## src/rtl/v32vd_pkg.sv

```systemverilog
// ----------------------------------------------------------------------------
// v32vd_pkg
// Shared types, constants and tables of the trellis symbol decoder.
// ----------------------------------------------------------------------------
`default_nettype none
package v32vd_pkg;
  localparam int TRACEBACK_LEN = 16;
  localparam int STATE_COUNT = 8;
  localparam int STATE_W = 3;
  localparam int PATH_W = 3 * TRACEBACK_LEN;
  localparam int LEN_W = 24;
  localparam logic [LEN_W-1:0] LEN_INF = '1;
  localparam int DIST_W = 36;

  localparam logic [0:0] REG_RATE_MODE = 1'd0;
  localparam logic [0:0] REG_DECAY = 1'd1;

  typedef struct packed {
    logic start;
    logic coded;
    logic [STATE_W-1:0] src;
    logic acs_en;
    logic commit;
  } v32vd_cmd_t;

  typedef struct packed {
    logic [2:0] bits;
    logic [2:0] pre;
    logic [2:0] pim;
  } v32vd_res_t;

  // 16-point constellation, {re, im}
  function automatic logic [5:0] pt4(input logic [3:0] i);
    case (i)
      4'd0: pt4 = {3'sd3, -3'sd3};
      4'd1: pt4 = {-3'sd1, 3'sd1};
      4'd2: pt4 = {-3'sd3, 3'sd3};
      4'd3: pt4 = {3'sd1, -3'sd1};
      4'd4: pt4 = {3'sd3, 3'sd1};
      4'd5: pt4 = {-3'sd1, -3'sd3};
      4'd6: pt4 = {-3'sd3, -3'sd1};
      4'd7: pt4 = {3'sd1, 3'sd3};
      4'd8: pt4 = {-3'sd1, 3'sd3};
      4'd9: pt4 = {3'sd3, -3'sd1};
      4'd10: pt4 = {3'sd1, -3'sd3};
      4'd11: pt4 = {-3'sd3, 3'sd1};
      4'd12: pt4 = {-3'sd3, -3'sd3};
      4'd13: pt4 = {3'sd1, 3'sd1};
      4'd14: pt4 = {3'sd3, 3'sd3};
      default: pt4 = {-3'sd1, -3'sd1};
    endcase
  endfunction

  function automatic logic [5:0] pt2(input logic [1:0] i);
    case (i)
      2'd0: pt2 = {-3'sd3, -3'sd1};
      2'd1: pt2 = {3'sd1, -3'sd3};
      2'd2: pt2 = {-3'sd1, 3'sd3};
      default: pt2 = {3'sd3, 3'sd1};
    endcase
  endfunction

  function automatic logic [2:0] next_state(input logic [2:0] s, input logic [1:0] k);
    logic [11:0] row;
    begin
      case (s)
        3'd0: row = {3'd1, 3'd2, 3'd3, 3'd0};
        3'd1: row = {3'd6, 3'd7, 3'd5, 3'd4};
        3'd2: row = {3'd0, 3'd3, 3'd2, 3'd1};
        3'd3: row = {3'd5, 3'd4, 3'd6, 3'd7};
        3'd4: row = {3'd3, 3'd0, 3'd1, 3'd2};
        3'd5: row = {3'd4, 3'd5, 3'd7, 3'd6};
        3'd6: row = {3'd2, 3'd1, 3'd0, 3'd3};
        default: row = {3'd7, 3'd6, 3'd4, 3'd5};
      endcase
      next_state = row[3*k +: 3];
    end
  endfunction

  function automatic logic [1:0] uncoded_map(input logic [3:0] h);
    logic [31:0] t;
    begin
      t = {2'd1, 2'd0, 2'd3, 2'd2, 2'd3, 2'd1, 2'd2, 2'd0,
           2'd0, 2'd2, 2'd1, 2'd3, 2'd2, 2'd3, 2'd0, 2'd1};
      uncoded_map = t[2*h +: 2];
    end
  endfunction

  function automatic logic [1:0] coded_map(input logic [3:0] h);
    logic [31:0] t;
    begin
      t = {2'd0, 2'd1, 2'd3, 2'd2, 2'd1, 2'd0, 2'd2, 2'd3,
           2'd2, 2'd3, 2'd0, 2'd1, 2'd3, 2'd2, 2'd1, 2'd0};
      coded_map = t[2*h +: 2];
    end
  endfunction

  function automatic logic [3:0] region_map(input logic [3:0] r);
    logic [63:0] t;
    begin
      t = {4'he, 4'h0, 4'h2, 4'hc, 4'h4, 4'h9, 4'hb, 4'h6,
           4'h7, 4'ha, 4'h8, 4'h5, 4'hd, 4'h3, 4'h1, 4'hf};
      region_map = t[4*r +: 4];
    end
  endfunction
endpackage
`default_nettype wire

```

## src/rtl/v32vd_ctrl.sv

```systemverilog
// ----------------------------------------------------------------------------
// v32vd_ctrl
// Sequencer: in trellis mode one acs step per source state, then result hand-off.
// ----------------------------------------------------------------------------
`default_nettype none
module v32vd_ctrl
  import v32vd_pkg::*;
(
  input  wire logic clk,
  input  wire logic rst,
  input  wire logic in_valid,
  output logic      in_ready,
  input  wire logic rate_mode,
  input  wire logic out_valid,
  input  wire logic out_ready,
  output logic      load_out,
  output v32vd_cmd_t cmd
);
  localparam logic [1:0] S_IDLE = 2'd0;
  localparam logic [1:0] S_ACS = 2'd1;
  localparam logic [1:0] S_DONE = 2'd2;

  logic [1:0] state, state_next;
  logic [STATE_W-1:0] src, src_next;
  logic coded, coded_next;
  logic out_free;

  assign out_free = !out_valid || out_ready;
  assign in_ready = (state == S_IDLE);

  always_comb begin
    state_next = state;
    src_next = src;
    coded_next = coded;
    cmd = '0;
    load_out = 1'b0;
    cmd.src = src;
    cmd.coded = coded;
    case (state)
      S_IDLE: begin
        if (in_valid) begin
          cmd.start = 1'b1;
          cmd.coded = rate_mode;
          coded_next = rate_mode;
          src_next = '0;
          state_next = rate_mode ? S_ACS : S_DONE;
        end
      end
      S_ACS: begin
        cmd.acs_en = 1'b1;
        src_next = src + 1'b1;
        if (src == STATE_W'(STATE_COUNT - 1)) state_next = S_DONE;
      end
      S_DONE: begin
        if (out_free) begin
          cmd.commit = 1'b1;
          load_out = 1'b1;
          state_next = S_IDLE;
        end
      end
      default: state_next = S_IDLE;
    endcase
  end

  always_ff @(posedge clk) begin
    if (rst) begin
      state <= S_IDLE;
      src <= '0;
      coded <= 1'b0;
    end else begin
      state <= state_next;
      src <= src_next;
      coded <= coded_next;
    end
  end
endmodule
`default_nettype wire

```

## config.mk

```make
export PLATFORM = sky130hd
export DESIGN_NAME = v32vd_ctrl
export DESIGN_NICKNAME = d
export VERILOG_FILES = /design/src/rtl/v32vd_pkg.sv /design/src/rtl/v32vd_ctrl.sv
export SDC_FILE = /design/constraint.sdc
export NUM_CORES = 1
export LEC_CHECK = 0
export BUFFER_PORTS_ARGS = -buffer_cell sky130_fd_sc_hd__buf_2
export CAP_MARGIN = 5
export CORE_AREA = 2 2 39 41
export CTS_BUF_LIST = sky130_fd_sc_hd__clkbuf_16
export DETAILED_ROUTE_END_ITERATION = 6
export DIE_AREA = 0 0 41 43
export PLACE_DENSITY = 0.52
export SLEW_MARGIN = 20
export SYNTH_ARGS = -nofsm -noshare
export SYNTH_HDL_FRONTEND = slang
export SYNTH_SLANG_ARGS = --single-unit
```

## constraint.sdc

```tcl
create_clock -name clk -period 1.15 [get_ports clk]
set_clock_uncertainty 0.05 [all_clocks]
set_input_delay 0.23 -clock clk [delete_from_list [all_inputs] [get_ports clk]]
set_output_delay 0.23 -clock clk [all_outputs]
set_load 0.05 [all_outputs]
```

==> impl_metrics.tcl <==
set metrics [dict create \
    seq_area_frac_synth_pct 38.2 \
    synthTopCellsByCount "dfxtp_1 (6), nor2_1 (5), nor2b_1 (3)" \
    end_kind "primary output" \
    portBuffers 14 \
    tns_ps -2310 \
    wirelength_um 886 \
    place.gp.congestion 0.595 \
    cp.required_ps 870 \
    finalSetupViolations 11 \
    grt_start_max_net_pins 7 \
    violations "negative setup slack" \
    r2r_start "state[1]" \
    r2r_cells 7 \
    synth_top_area_cell "dfxtp_1" \
    synthCells 30 \
    path_clk_slew_ps 30 \
    io_pins 15 \
    cts_tree "done" \
    die_y_um 43 \
    core_mm2 0.00138 \
    slew_headroom_pct 75.9 \
    synth_area_leaders "dfxtp_1 (38%), ha_1 (8.0%), nor2_1 (6.0%)" \
    numCtsBuffers 3 \
    async_reset_ff_share_pct 0 \
    ys_ff_latch 6 \
    grt_pass1_vias 348 \
    tightest_slew_ps 361 \
    clockBufferDepth 2 \
    htree_num_levels 1 \
    ys_types 17 \
    reg2reg_setup_slack_ps -190 \
    worstHoldPathType "in2reg" \
    status "complete, but fails checks" \
    synth_ff_type "dfxtp_1" \
    cap_violations 0 \
    hold_path_depth 2 \
    synth.most_common_cell "dfxtp_1" \
    crit_fanout 3 \
    drt_iter0_drc 7 \
    nFillCells 133 \
    yosys_warnings 0 \
    die_area_mm2 0.00176 \
    peakVddDrop_mv 0.883 \
    grt.total_usage_pct 12.9 \
    drc 0 \
    wl_per_cell_um 11.7 \
    rsz0062_at_grt "yes" \
    viasPerCell 4.34 \
    crit_path_start_kind "register" \
    antenna_found_initial 0 \
    max_freq_mhz 649 \
    power_density_mw_per_mm2 1440 \
    vias 330 \
    diodes 0 \
    synthesis.area_um2 314 \
    syn2layout_area_growth_pct 133 \
    hold_path_startpoint "rst" \
    root_buffer "clkbuf_16" \
    cts.hold.buffers_added 0 \
    min_period_over_period_pct 134 \
    synth_top_area_share_pct 38.2 \
    power.total_mw 1.05 \
    fin_nets 69 \
    path_class "reg2out" \
    start_util_pct 22.7 \
    leakagePower_nw 0.331 \
    clk_latency_ps 230 \
    fin_util_pct 52.8 \
    grt_pass1_wl_mm 1.44 \
    grt_overflow_total 0 \
    maxSlewViolCount 0 \
    first_pass_iters 4 \
    finalHoldViolations 0 \
    period_minus_slack_ps 1540 \
    fin_ws_ps -391 \
    die_x_um 41 \
    synth_nets 38 \
    cts_sinks 6 \
    startpoint "state[0]" \
    critical_path_arrival_ps 1260 \
    synth_edf_count 0 \
    postSynthAreaPerCell_um2 10.5 \
    hold_ws_ps 224 \
    ant_nets 0 \
    final_layout_size_suffix_gt1_share_pct 80.0 \
    rows 14 \
]
[flip-flops by register name, summed over array words and instances (netlist names)]
signal  count
coded       1
src         3
state       2
[placed cells by master, fill, tap and decap left out, types with 2 or more instances in the layout]
master | synthesis | final
buf_4 | 1 | 7
buf_6 | 0 | 10
inv_1 | 1 | 2
a22oi_2 | 0 | 2
ha_4 | 0 | 2
mux2_4 | 1 | 2
dfxtp_2 | 0 | 3
clkbuf_16 | 0 | 3
dfxtp_4 | 0 | 2
nor2b_4 | 1 | 3
nor2_1 | 5 | 4
buf_8 | 0 | 3
buf_2 | 0 | 6
[area by class of cell]
cell class	instances	area (µm²)	share of cell area (%)
Timing Repair Buffer	27	248	33.9
Clock inverter	1	3.75	0.514
Sequential cell	6	131	18.0
Tap cell	16	20.0	2.74
Inverter	1	3.75	0.514
Multi-Input combinational cell	22	249	34.1
Clock buffer	3	75.1	10.3
[worst max-delay path, cell delays in order (launching register included)]
cell     delay, ps
dfxtp_2        330
nor3b_4        220
mux2_4         330
buf_6          150
[metrics by stage]
| stage | std cells | area, µm² | setup slack [ps] |
|---|---|---|---|
| after floorplan | 30 | 357 | -491 |
| after global placement | 67 | 499 | -190 |
| after detailed placement | 67 | 499 | -212 |
| after CTS | 74 | 672 | -394 |
| after global routing | 76 | 731 | -436 |
| final | 76 | 731 | -391 |
[path summary, 6_finish.rpt]
| path | end |
|---|---|
| min | state[0] |
| min reg2reg | src[1] |
| max reg2reg | src[2] |
| max | cmd[5] |
[metal layers]
metal | global-route usage (%) | wire length [µm] | up-vias
li1 | - | - | 165
met1 | 14.8 | 337 | 152
met2 | 18.1 | 472 | 11
met3 | 3.14 | 58 | 2
met4 | 12.0 | 17 | 0
met5 | 0 | 0 | -
[report_power, final]
group	total [mW]	switching (mW)	internal [mW]	leakage, nW
registers	0.225	0.00842	0.217	0.0518
logic	0.260	0.129	0.131	0.237
clock network	0.568	0.117	0.451	0.0423
[cell families after synthesis]
| logic type | after synthesis | share of synthesized area (%) |
|---|---|---|
| adders and majority gates | 2 | 7.97 |
| muxes | 3 | 11.6 |
| and+or+nand+nor | 13 | 28.3 |
| DFF | 6 | 38.2 |
| AOI/OAI and AO/OA | 4 | 10.4 |
| buffers and inverters | 2 | 3.59 |
[repair_timing]
action	in CTS	in global routing
cloned	0	0
setup endpoints to repair	13	13
gates resized for setup	22	11
pin swaps	1	8
buffers inserted	3	4
Power figures use the tool's default switching activity.
